==> src/rtl/core/fef_pkg.sv <==
package fef_pkg;

   // Defaults for the top-level parameters
   localparam int FEF_MAX_FRAME_LENGTH = 127;
   localparam int FEF_MAX_PREAMBLE     = 16;
   localparam int FEF_QUEUE_DEPTH      = 4;

   // Smallest valid length byte: a frame with an empty payload still carries the FCS
   localparam logic [7:0] FEF_MIN_FRAME_LENGTH = 8'd2;
   localparam int         FEF_FCS_LENGTH       = 2;

   localparam int FEF_BYTE_WIDTH = 8;
   localparam int FEF_PRE_WIDTH  = 5;
   localparam int FEF_CNT_WIDTH  = 6;
   localparam int FEF_LEFT_WIDTH = 7;
   localparam int FEF_FCS_WIDTH  = 16;
   localparam int FEF_CSR_WIDTH  = 8;
   localparam int FEF_IDX_WIDTH  = 2;

   // Reflected CRC-16 polynomial of the 802.15.4 FCS
   localparam logic [FEF_FCS_WIDTH-1:0] FEF_FCS_POLY = 16'h8408;

   // Register indexes of the configuration port
   localparam logic [FEF_IDX_WIDTH-1:0] CSR_PREAMBLE_LENGTH = 2'd0;
   localparam logic [FEF_IDX_WIDTH-1:0] CSR_PREAMBLE_VALUE  = 2'd1;
   localparam logic [FEF_IDX_WIDTH-1:0] CSR_START_DELIMITER = 2'd2;

   localparam logic [FEF_PRE_WIDTH-1:0]  CSR_PREAMBLE_LENGTH_RESET = 5'd4;
   localparam logic [FEF_BYTE_WIDTH-1:0] CSR_PREAMBLE_VALUE_RESET  = 8'h00;
   localparam logic [FEF_BYTE_WIDTH-1:0] CSR_START_DELIMITER_RESET = 8'hA7;

   typedef enum logic [1:0] {
      CMD_DROP,
      CMD_HEADER,
      CMD_PAYLOAD
   } cmd_kind_type;

   // One classified transaction handed from the front to the back
   typedef struct packed {
      cmd_kind_type                kind;
      logic [FEF_BYTE_WIDTH-1:0]   data;
      logic                        with_fcs;
      logic [FEF_FCS_WIDTH-1:0]    fcs;
   } cmd_type;

   typedef struct packed {
      logic [FEF_PRE_WIDTH-1:0]  preamble_length;
      logic [FEF_BYTE_WIDTH-1:0] preamble_value;
      logic [FEF_BYTE_WIDTH-1:0] start_delimiter;
   } cfg_type;

endpackage

==> src/rtl/core/fef_front.sv <==
module fef_front
   import fef_pkg::*;
#(
   parameter int MAX_FRAME_LENGTH = FEF_MAX_FRAME_LENGTH
) (
   input  logic                      clock,
   input  logic                      reset,
   input  logic                      accept_i,
   input  logic [FEF_BYTE_WIDTH-1:0] data_byte_i,
   input  logic                      frame_start_i,
   output logic                      cmd_push_o,
   output cmd_type                   cmd_o
);

   logic                      in_payload_ff, in_payload_in;
   logic [FEF_LEFT_WIDTH-1:0] bytes_left_ff, bytes_left_in;
   logic [FEF_FCS_WIDTH-1:0]  fcs_ff, fcs_in;
   logic [FEF_FCS_WIDTH-1:0]  fcs_folded;
   logic [FEF_LEFT_WIDTH-1:0] left_dec;
   logic                      bad_length;

   function automatic logic [FEF_FCS_WIDTH-1:0] fold_byte(
      input logic [FEF_FCS_WIDTH-1:0]  crc_i,
      input logic [FEF_BYTE_WIDTH-1:0] b_i
   );
      logic [FEF_FCS_WIDTH-1:0] crc;
      crc = crc_i ^ {{(FEF_FCS_WIDTH-FEF_BYTE_WIDTH){1'b0}}, b_i};
      for (int i = 0; i < FEF_BYTE_WIDTH; i++) begin
         if (crc[0]) begin
            crc = (crc >> 1) ^ FEF_FCS_POLY;
         end else begin
            crc = crc >> 1;
         end
      end
      return crc;
   endfunction

   assign fcs_folded = fold_byte(fcs_ff, data_byte_i);
   assign left_dec   = bytes_left_ff - 1'b1;
   assign bad_length = (data_byte_i < FEF_MIN_FRAME_LENGTH) ||
                       (data_byte_i > FEF_BYTE_WIDTH'(MAX_FRAME_LENGTH));

   always_comb begin
      in_payload_in = in_payload_ff;
      bytes_left_in = bytes_left_ff;
      fcs_in        = fcs_ff;
      cmd_push_o    = 1'b0;
      cmd_o.kind    = CMD_DROP;
      cmd_o.data    = data_byte_i;
      cmd_o.with_fcs = 1'b0;
      cmd_o.fcs     = '0;
      if (accept_i) begin
         if (frame_start_i) begin
            cmd_push_o = 1'b1;
            fcs_in     = '0;
            if (bad_length) begin
               in_payload_in = 1'b0;
               bytes_left_in = '0;
               cmd_o.kind    = CMD_DROP;
            end else begin
               // Empty payload closes the frame right after the length byte
               bytes_left_in  = FEF_LEFT_WIDTH'(data_byte_i - FEF_MIN_FRAME_LENGTH);
               in_payload_in  = (data_byte_i != FEF_MIN_FRAME_LENGTH);
               cmd_o.kind     = CMD_HEADER;
               cmd_o.with_fcs = (data_byte_i == FEF_MIN_FRAME_LENGTH);
            end
         end else if (in_payload_ff) begin
            cmd_push_o     = 1'b1;
            fcs_in         = fcs_folded;
            bytes_left_in  = left_dec;
            in_payload_in  = (left_dec != '0);
            cmd_o.kind     = CMD_PAYLOAD;
            cmd_o.with_fcs = (left_dec == '0);
            cmd_o.fcs      = fcs_folded;
         end
      end
   end

   always_ff @(posedge clock) begin
      if (reset) begin
         in_payload_ff <= 1'b0;
         bytes_left_ff <= '0;
         fcs_ff        <= '0;
      end else begin
         in_payload_ff <= in_payload_in;
         bytes_left_ff <= bytes_left_in;
         fcs_ff        <= fcs_in;
      end
   end

   // An open frame always has at least one payload byte to go
   assert property (@(posedge clock) disable iff (reset)
      in_payload_ff |-> (bytes_left_ff != '0))
      else $error("open frame with no bytes left");

   assert property (@(posedge clock) disable iff (reset)
      (cmd_push_o && cmd_o.with_fcs) |=> !in_payload_ff)
      else $error("frame still open after its FCS was scheduled");

   assert property (@(posedge clock) disable iff (reset)
      (accept_i && frame_start_i) |-> cmd_push_o)
      else $error("frame start produced no command");

endmodule

==> src/rtl/core/fef_queue.sv <==
module fef_queue
   import fef_pkg::*;
#(
   parameter int DEPTH = FEF_QUEUE_DEPTH
) (
   input  logic    clock,
   input  logic    reset,
   input  logic    push_i,
   input  cmd_type data_i,
   output logic    full_o,
   input  logic    pop_i,
   output logic    empty_o,
   output cmd_type head_o
);

   localparam int PTR_WIDTH = (DEPTH > 1) ? $clog2(DEPTH) : 1;
   localparam int CNT_WIDTH = $clog2(DEPTH + 1);

   cmd_type                entry_ff [DEPTH];
   logic [PTR_WIDTH-1:0]   wr_ptr_ff, wr_ptr_in;
   logic [PTR_WIDTH-1:0]   rd_ptr_ff, rd_ptr_in;
   logic [CNT_WIDTH-1:0]   count_ff, count_in;
   logic                   do_push, do_pop;

   assign full_o  = (count_ff == CNT_WIDTH'(DEPTH));
   assign empty_o = (count_ff == '0);
   assign head_o  = entry_ff[rd_ptr_ff];
   assign do_push = push_i && !full_o;
   assign do_pop  = pop_i && !empty_o;

   always_comb begin
      wr_ptr_in = wr_ptr_ff;
      rd_ptr_in = rd_ptr_ff;
      count_in  = count_ff;
      if (do_push) begin
         wr_ptr_in = (wr_ptr_ff == PTR_WIDTH'(DEPTH - 1)) ? '0 : wr_ptr_ff + 1'b1;
      end
      if (do_pop) begin
         rd_ptr_in = (rd_ptr_ff == PTR_WIDTH'(DEPTH - 1)) ? '0 : rd_ptr_ff + 1'b1;
      end
      case ({do_push, do_pop})
         2'b10:   count_in = count_ff + 1'b1;
         2'b01:   count_in = count_ff - 1'b1;
         default: count_in = count_ff;
      endcase
   end

   always_ff @(posedge clock) begin
      if (reset) begin
         wr_ptr_ff <= '0;
         rd_ptr_ff <= '0;
         count_ff  <= '0;
      end else begin
         wr_ptr_ff <= wr_ptr_in;
         rd_ptr_ff <= rd_ptr_in;
         count_ff  <= count_in;
      end
   end

   always_ff @(posedge clock) begin
      if (do_push) begin
         entry_ff[wr_ptr_ff] <= data_i;
      end
   end

   assert property (@(posedge clock) disable iff (reset)
      (do_push && !do_pop) |=> !empty_o)
      else $error("queue empty after a write");

   assert property (@(posedge clock) disable iff (reset)
      (count_ff <= CNT_WIDTH'(DEPTH)))
      else $error("queue count overflow");

   assert property (@(posedge clock) disable iff (reset)
      empty_o |-> (wr_ptr_ff == rd_ptr_ff))
      else $error("empty queue with split pointers");

endmodule

==> src/rtl/core/fef_back.sv <==
module fef_back
   import fef_pkg::*;
#(
   parameter int MAX_PREAMBLE = FEF_MAX_PREAMBLE
) (
   input  logic                      clock,
   input  logic                      reset,
   input  cfg_type                   cfg_i,
   input  logic                      empty_i,
   input  cmd_type                   head_i,
   output logic                      deq_o,
   output logic                      rsp_empty_o,
   input  logic                      rsp_pop_i,
   output logic [FEF_BYTE_WIDTH-1:0] rsp_out_byte_o,
   output logic                      rsp_dropped_o,
   output logic                      rsp_run_last_o,
   output logic                      rsp_frame_end_o
);

   typedef enum logic [2:0] {
      PH_DROP,
      PH_PRE,
      PH_SFD,
      PH_PHR,
      PH_DATA,
      PH_FCS_LO,
      PH_FCS_HI
   } phase_type;

   logic                      busy_ff, busy_in;
   phase_type                 phase_ff, phase_in;
   logic [FEF_CNT_WIDTH-1:0]  cnt_ff, cnt_in;
   cmd_type                   cmd_ff, cmd_in;
   logic                      rsp_valid_ff, rsp_valid_in;
   logic [FEF_BYTE_WIDTH-1:0] out_byte_ff, out_byte_in;
   logic                      dropped_ff, dropped_in;
   logic                      run_last_ff, run_last_in;
   logic                      frame_end_ff, frame_end_in;

   phase_type                 start_phase, cur_phase;
   logic [FEF_CNT_WIDTH-1:0]  sat_cnt, cur_cnt;
   logic [FEF_CNT_WIDTH-1:0]  pre_len;
   cmd_type                   cur_cmd;
   logic                      advance, step, done;

   // Clamp the preamble count
   assign pre_len = {1'b0, cfg_i.preamble_length};
   assign sat_cnt = (pre_len > FEF_CNT_WIDTH'(MAX_PREAMBLE)) ?
                    FEF_CNT_WIDTH'(MAX_PREAMBLE) : pre_len;

   always_comb begin
      unique case (head_i.kind)
         CMD_DROP:    start_phase = PH_DROP;
         CMD_HEADER:  start_phase = (sat_cnt != '0) ? PH_PRE : PH_SFD;
         CMD_PAYLOAD: start_phase = PH_DATA;
         default:     start_phase = PH_DROP;
      endcase
   end

   assign cur_cmd   = busy_ff ? cmd_ff : head_i;
   assign cur_phase = busy_ff ? phase_ff : start_phase;
   assign cur_cnt   = busy_ff ? cnt_ff : sat_cnt;
   assign advance   = !rsp_valid_ff || rsp_pop_i;
   assign step      = advance && (busy_ff || !empty_i);
   assign deq_o     = step && !busy_ff;

   always_comb begin
      out_byte_in  = cur_cmd.data;
      dropped_in   = 1'b0;
      frame_end_in = 1'b0;
      done         = 1'b1;
      phase_in     = cur_phase;
      cnt_in       = cur_cnt;
      unique case (cur_phase) inside
         PH_DROP: begin
            out_byte_in = '0;
            dropped_in  = 1'b1;
         end
         PH_PRE: begin
            out_byte_in = cfg_i.preamble_value;
            cnt_in      = cur_cnt - 1'b1;
            done        = 1'b0;
            if (cnt_in == '0) begin
               phase_in = PH_SFD;
            end
         end
         PH_SFD: begin
            out_byte_in = cfg_i.start_delimiter;
            done        = 1'b0;
            phase_in    = PH_PHR;
         end
         PH_PHR, PH_DATA: begin
            done     = !cur_cmd.with_fcs;
            phase_in = PH_FCS_LO;
         end
         PH_FCS_LO: begin
            out_byte_in = cur_cmd.fcs[FEF_BYTE_WIDTH-1:0];
            done        = 1'b0;
            phase_in    = PH_FCS_HI;
         end
         PH_FCS_HI: begin
            out_byte_in  = cur_cmd.fcs[FEF_FCS_WIDTH-1:FEF_BYTE_WIDTH];
            frame_end_in = 1'b1;
         end
         default: begin
            out_byte_in = '0;
         end
      endcase
      run_last_in  = done;
      busy_in      = step ? !done : busy_ff;
      cmd_in       = cur_cmd;
      rsp_valid_in = step ? 1'b1 : (advance ? 1'b0 : rsp_valid_ff);
   end

   always_ff @(posedge clock) begin
      if (reset) begin
         busy_ff      <= 1'b0;
         phase_ff     <= PH_DROP;
         rsp_valid_ff <= 1'b0;
      end else begin
         busy_ff      <= busy_in;
         rsp_valid_ff <= rsp_valid_in;
         if (step) begin
            phase_ff <= phase_in;
         end
      end
      if (step) begin
         cnt_ff       <= cnt_in;
         cmd_ff       <= cmd_in;
         out_byte_ff  <= out_byte_in;
         dropped_ff   <= dropped_in;
         run_last_ff  <= run_last_in;
         frame_end_ff <= frame_end_in;
      end
   end

   assign rsp_empty_o     = !rsp_valid_ff;
   assign rsp_out_byte_o  = out_byte_ff;
   assign rsp_dropped_o   = dropped_ff;
   assign rsp_run_last_o  = run_last_ff;
   assign rsp_frame_end_o = frame_end_ff;

   assert property (@(posedge clock) disable iff (reset)
      (rsp_valid_ff && frame_end_ff) |-> (run_last_ff && !dropped_ff))
      else $error("frame end on a result that is not the last of its transaction");

   assert property (@(posedge clock) disable iff (reset)
      (rsp_valid_ff && dropped_ff) |-> (run_last_ff && out_byte_ff == '0))
      else $error("dropped result carries data or is not final");

   assert property (@(posedge clock) disable iff (reset)
      deq_o |-> (!busy_ff && !empty_i))
      else $error("command taken while still expanding the previous one");

   assert property (@(posedge clock) disable iff (reset)
      (step && !done) |=> (busy_ff && !rsp_empty_o))
      else $error("unfinished command lost its expansion");

endmodule

==> src/rtl/core/ieee802154_frame_emitter.sv <==
// IEEE 802.15.4 PHY frame emitter with FCS generation.
//
// Input channel (push / full): one frame buffer byte per transaction, the
// length byte (PHR) first with req_frame_start high. Result channel
// (empty / pop): one on-air byte per transaction with its flags.
// Configuration: csr_write_enable writes csr_write_data into the register
// named by csr_index (0 preamble length, 1 preamble value, 2 start
// delimiter); write only while the block is idle.
//
// The front classifies each byte and folds payload bytes into the CRC-16,
// a command queue of QUEUE_DEPTH entries follows, and the back expands each
// command into result bytes, one per cycle while the receiver keeps popping.
// The first result of a transaction passes through the queue and the back's
// output register. A payload byte yields one result (three when it closes the
// frame); a length byte yields the clamped preamble length plus two (plus two
// more for an empty payload). The output register sets the sustained rate.
//
// Reset clears the frame state, the queue and the output valid flag and
// loads the register defaults. When the receiver holds off pop, the output
// register holds, the back stalls, the queue fills, and full rises.
module ieee802154_frame_emitter
   import fef_pkg::*;
#(
   parameter int MAX_FRAME_LENGTH = FEF_MAX_FRAME_LENGTH,
   parameter int MAX_PREAMBLE     = FEF_MAX_PREAMBLE,
   parameter int QUEUE_DEPTH      = FEF_QUEUE_DEPTH
) (
   input  logic                      clock,
   input  logic                      reset,
   // input channel
   input  logic                      push,
   output logic                      full,
   input  logic [FEF_BYTE_WIDTH-1:0] req_data_byte,
   input  logic                      req_frame_start,
   // result channel
   output logic                      empty,
   input  logic                      pop,
   output logic [FEF_BYTE_WIDTH-1:0] rsp_out_byte,
   output logic                      rsp_dropped,
   output logic                      rsp_run_last,
   output logic                      rsp_frame_end,
   // configuration port
   input  logic                      csr_write_enable,
   input  logic [FEF_IDX_WIDTH-1:0]  csr_index,
   input  logic [FEF_CSR_WIDTH-1:0]  csr_write_data
);

   cfg_type cfg_ff, cfg_in;
   logic    accept;
   logic    cmd_push;
   cmd_type cmd;
   logic    q_full, q_empty, q_deq;
   cmd_type q_head;

   // Hold the configuration; index 3 writes nothing
   always_comb begin
      cfg_in = cfg_ff;
      if (csr_write_enable) begin
         unique case (csr_index)
            CSR_PREAMBLE_LENGTH: cfg_in.preamble_length = csr_write_data[FEF_PRE_WIDTH-1:0];
            CSR_PREAMBLE_VALUE:  cfg_in.preamble_value  = csr_write_data;
            CSR_START_DELIMITER: cfg_in.start_delimiter = csr_write_data;
            default:             cfg_in = cfg_ff;
         endcase
      end
   end

   always_ff @(posedge clock) begin
      if (reset) begin
         cfg_ff.preamble_length <= CSR_PREAMBLE_LENGTH_RESET;
         cfg_ff.preamble_value  <= CSR_PREAMBLE_VALUE_RESET;
         cfg_ff.start_delimiter <= CSR_START_DELIMITER_RESET;
      end else begin
         cfg_ff <= cfg_in;
      end
   end

   // Accept a transaction whenever the command queue has room
   assign full   = q_full;
   assign accept = push && !q_full;

   fef_front #(
      .MAX_FRAME_LENGTH (MAX_FRAME_LENGTH)
   ) u_front (
      .clock         (clock),
      .reset         (reset),
      .accept_i      (accept),
      .data_byte_i   (req_data_byte),
      .frame_start_i (req_frame_start),
      .cmd_push_o    (cmd_push),
      .cmd_o         (cmd)
   );

   fef_queue #(
      .DEPTH (QUEUE_DEPTH)
   ) u_queue (
      .clock   (clock),
      .reset   (reset),
      .push_i  (cmd_push),
      .data_i  (cmd),
      .full_o  (q_full),
      .pop_i   (q_deq),
      .empty_o (q_empty),
      .head_o  (q_head)
   );

   fef_back #(
      .MAX_PREAMBLE (MAX_PREAMBLE)
   ) u_back (
      .clock           (clock),
      .reset           (reset),
      .cfg_i           (cfg_ff),
      .empty_i         (q_empty),
      .head_i          (q_head),
      .deq_o           (q_deq),
      .rsp_empty_o     (empty),
      .rsp_pop_i       (pop),
      .rsp_out_byte_o  (rsp_out_byte),
      .rsp_dropped_o   (rsp_dropped),
      .rsp_run_last_o  (rsp_run_last),
      .rsp_frame_end_o (rsp_frame_end)
   );

   assert property (@(posedge clock) disable iff (reset)
      full |-> !cmd_push)
      else $error("command issued for a refused transaction");

   assert property (@(posedge clock) disable iff (reset)
      (!empty && !pop) |=> (!empty && $stable(rsp_out_byte) && $stable(rsp_run_last)))
      else $error("stalled result changed");

   assert property (@(posedge clock) disable iff (reset)
      cmd_push |-> accept)
      else $error("command without an accepted transaction");

endmodule

==> config.mk <==
export PLATFORM = sky130hd
export DESIGN_NAME = ieee802154_frame_emitter
export DESIGN_NICKNAME = d
export VERILOG_FILES = /design/src/rtl/core/fef_pkg.sv /design/src/rtl/core/fef_front.sv /design/src/rtl/core/fef_queue.sv /design/src/rtl/core/fef_back.sv /design/src/rtl/core/ieee802154_frame_emitter.sv
export SDC_FILE = /design/constraint.sdc
export NUM_CORES = 1
export LEC_CHECK = 0
export ABC_AREA = 1
export BUFFER_PORTS_ARGS = -buffer_cell sky130_fd_sc_hd__buf_4
export CORE_ASPECT_RATIO = 0.5
export CORE_MARGIN = 5
export CORE_UTILIZATION = 65
export DETAILED_ROUTE_END_ITERATION = 8
export GPL_ROUTABILITY_DRIVEN = 0
export GPL_TIMING_DRIVEN = 0
export PLACE_DENSITY = 0.84
export SYNTH_ARGS = -nofsm -noshare
export SYNTH_HDL_FRONTEND = slang
export SYNTH_SLANG_ARGS = --single-unit
==> constraint.sdc <==
create_clock -name clock -period 6.2 [get_ports clock]
set_clock_uncertainty 0.15 [all_clocks]
set_input_delay 0.62 -clock clock [delete_from_list [all_inputs] [get_ports clock]]
set_output_delay 0.62 -clock clock [all_outputs]
set_load 0.02 [all_outputs]
==> out/results.tsv <==
stage	metric	value	unit
cts	path_clk_slew	0.07	ns
global_routing	grt_pass1_wl	34.8	mm
critical_path	cp_num_buf_inv	2	
logic_synthesis	synth_flop_cell	edfxtp_1	
global_routing	grt_overflow	0	
drt	routed_wl	22.6	mm
pwr	clkPwrFrac	27.1	%
placement	port_buffers	36	
critical_path	critPathMaxFanout	10	
sta	timing.final.crit_period	3.02	ns
critical_path	worstReg2RegEnd	u_queue.count_ff[2]$_SDFFE_PP0P_	
critical_path	endpoint	u_queue.count_ff[2]$_SDFFE_PP0P_	
floorplanning	die_h	93.9	um
pwr	ir_drop	0.227	mV
layout	fin_cells	1184	
layout	drive_gt1_share	12.9	%
pwr	combPwrFrac	30.3	%
cts	h-tree-depth	1	
critical_path	cpLargestDelayFamily	compound AO/OA/AOI/OAI gates	
critical_path	worst_ep_arrival_time	3.23	ns
logic_synthesis	async_flop_share	0	%
cts	clock_path_buffers	3	
flow_run	cap_violations	0	
sta	setup-tns-final	0	ns
critical_path	critPathCaptureType	flip-flop	
logic_synthesis	synth_top_area_share	49.2	%
logic_synthesis	yosys.area.top_type	edfxtp_1	
logic_synthesis	yosys-top-cells-count	nor2_1 (197), edfxtp_1 (150), nand2_1 (130), o21ai_0 (77), inv_1 (68)	
logic_synthesis	synth_area_leaders	edfxtp_1 (49%), dfxtp_1 (13%), nor2_1 (8.1%)	
sta	worst_pin_slew	1.01	ns
layout	areaGrowthSynthToFinish	13.1	%
pwr	p_sw_share	34.5	%
cts	numCtsBuffers	19	
logic_synthesis	syn-cell-area	9150	um^2
critical_path	worstPathCellList	nor3_1 -> nor2_2 -> o21ai_1 -> buf_2 -> ha_1 -> inv_1 -> fa_1 -> a21oi_1 -> o21ai_0 -> o21ai_0 -> a21oi_1	
global_routing	antenna_found_initial	1	
placement	dp.cells	1150	
drt	wl_per_cell	19.1	um
pwr	p_int	2.94	mW
pwr	p_seq_share	42.6	%
floorplanning	die_x	178	um
sta	rsz0062_at_grt	no	
drt	first_iter_violations	736	
layout	postLayoutCoreUtil	75.7	%
drt	postRouteAntennaNets	0	
cts	root_buffer	clkbuf_16	
cts	postCtsSetupRepairBufs	0	
sta	final-hold-violation-count	0	
global_routing	grt_use_total	27.3	%
logic_synthesis	synth.distinct_cells	46	
pwr	cellPowerDensity	434	nW/um^2
critical_path	cp_slowest_cell	nor3_1	
critical_path	cpPeakStageDelay	0.49	ns
sta	relSlewSlack	32.7	%
logic_synthesis	synth_area_per_cell	9.93	um^2
cts	cts_hold_buf	0	
drt	routed_via_density	5.89	
floorplanning	coreArea	13700	um^2
floorplanning	initial_core_util	67.0	%
critical_path	reg2reg_depth	11	
logic_synthesis	yosysSeqAreaShare	62.1	%
hold_path	hold_path_class	input pin to flip-flop	
sta	finalSetupViolCount	0	
sta	post-route-period-util	48.7	%
critical_path	reg2reg_slack	3.18	ns
logic_synthesis	synth.ff_latch_count	209	
sta	slew_viol_final	0	
drt	first_pass_iters	5	
global_routing	grt_max_degree	34	
critical_path	crit_start	u_queue.count_ff[0]$_SDFFE_PP0P_	
pwr	p_leak	4.05	nW
layout	nets	1013	
global_routing	grt_pass1_vias	6787	
status	outcome	finished, final reports clean	
critical_path	cp.depth	11	
drt	route.vias.total	6979	
critical_path	worstSetupStartpointType	flip-flop	
critical_path	crit_type	flip-flop to flip-flop	
sta	whs	0.182	ns
logic_synthesis	synth_warnings	0	
sta	max_freq	0.331	GHz
cts	clock_sinks	209	
cts	clk_latency	0.50	ns
pwr	p_switching	1.55	mW
critical_path	crit_required	6.42	ns
floorplanning	dieArea	16700	um^2
logic_synthesis	yosysMostFrequentCell	nor2_1	
logic_synthesis	synth-edff-count	150	
cts	cts_tree	yes	
cts	cts_resized	0	
drt	drc	0	
floorplanning	num_rows	30	
floorplanning	pin_count	37	
placement	dp_hpwl	15.0	mm
critical_path	r2r_start	u_queue.count_ff[0]$_SDFFE_PP0P_	
logic_synthesis	syn_inst	921	
logic_synthesis	syn_nets	955	
layout	n_antenna_cell	0	
[stage by stage]
stage | power, mW | setup slack [ns] | area, um^2
detailed placement | 3.24 | 3.20 | 9710
global placement | 3.17 | 2.21 | 9660
CTS | 4.46 | 3.19 | 10300
finish | 4.49 | 3.18 | 10300
global route | 4.68 | 3.02 | 10300
floorplan | 2.81 | 3.42 | 9150
[routing by layer]
layer,wire length [um],vias to the layer above,global-route usage [%]
met5,7,-,0
met1,8730,3271,35.7
met2,10300,410,44.6
li1,-,3229,-
met3,2790,67,7.16
met4,753,2,9.26
[flip-flops by register name, summed over array words and instances, names as in the netlist, named ones only]
register                count
u_back.rsp_run_last_o       1
u_queue.wr_ptr_ff           2
u_front.fcs_ff             16
u_back.rsp_valid_ff         1
u_queue.count_ff            3
cfg_ff                     21
u_back.rsp_out_byte_o       8
u_back.cnt_ff               6
u_front.in_payload_ff       1
u_queue.entry_ff          108
u_back.rsp_frame_end_o      1
u_back.busy_ff              1
u_front.bytes_left_ff       7
u_back.rsp_dropped_o        1
u_back.phase_ff             3
u_queue.rd_ptr_ff           2
u_back.cmd_ff              25
[worst min path at each step]
stage | from | endpoint | slack [ns] | cells past startpoint
after floorplan | cfg_ff[0]$_SDFFE_PP1P_ | cfg_ff[0]$_SDFFE_PP1P_ | 0.29 | 2
after global placement | cfg_ff[0]$_SDFFE_PP1P_ | cfg_ff[0]$_SDFFE_PP1P_ | 0.30 | 2
after detailed placement | cfg_ff[2]$_SDFFE_PP1P_ | cfg_ff[2]$_SDFFE_PP1P_ | 0.31 | 2
after CTS | reset | u_queue.wr_ptr_ff[0]$_SDFFE_PP0P_ | 0.17 | 2
after global routing | reset | u_queue.wr_ptr_ff[0]$_SDFFE_PP0P_ | 0.19 | 2
final | reset | u_front.bytes_left_ff[1]$_SDFFE_PP0P_ | 0.18 | 2
[power groups by stage]
stage / sequential (mW) / clock, mW / combinational [mW]
finish: 1.91 / 1.22 / 1.36
global route: 1.93 / 1.29 / 1.47
CTS: 1.91 / 1.22 / 1.33
detailed placement: 1.93 / 0 / 1.31
global placement: 1.94 / 0 / 1.23
floorplan: 1.96 / 0 / 0.845
[cell families (layout without fill, tap and decap cells)]
family | Yosys count | in the layout | share of synthesized area, %
AND/OR/NAND/NOR | 412 | 412 | 19.6
flip-flops | 209 | 209 | 62.1
AO/OA/AOI/OAI | 158 | 158 | 9.65
buffers and inverters | 107 | 178 | 4.77
XOR/XNOR | 25 | 25 | 2.39
adder cells (fa/ha/maj) | 10 | 10 | 1.45
[cell usage in the layout (no fill, tap or decap), types with 2 or more instances in the layout]
cell / count
a21oi_1: 35
a21oi_2: 2
a221oi_1: 2
a31oi_1: 28
buf_1: 6
buf_2: 9
buf_4: 37
buf_6: 2
bufinv_16: 3
clkbuf_1: 18
clkbuf_16: 19
clkinv_1: 3
clkinv_2: 3
dfxtp_1: 59
edfxtp_1: 150
ha_1: 9
inv_1: 67
inv_2: 5
inv_4: 2
nand2_1: 130
nand2_2: 7
nand2_4: 3
nand3_1: 31
nand3_2: 3
nand4_1: 9
nor2_1: 193
nor2_4: 8
nor3_1: 7
nor3_2: 2
o211ai_1: 5
o21ai_0: 77
or2_2: 14
xnor2_1: 16
xor2_1: 9
[worst register-to-register path: stages, from the launching register on]
cell and delay, ns:
dfxtp_1 0.34, nor3_1 0.49, nor2_2 0.16, o21ai_1 0.18, buf_2 0.43, ha_1 0.23, inv_1 0.06, fa_1 0.38
a21oi_1 0.14, o21ai_0 0.11, o21ai_0 0.17, a21oi_1 0.06
[cell type report]
cell class                 count  area [um^2]
clock buffer                  24          504
buffer                        32          150
multi-input combinational    605         3060
sequential                   209         5690
tap                          192          240
clock inverter                10          133
timing repair buffer          37          290
fill                         863         3320
inverter                      75          287
(Power assumes the default switching activity.)
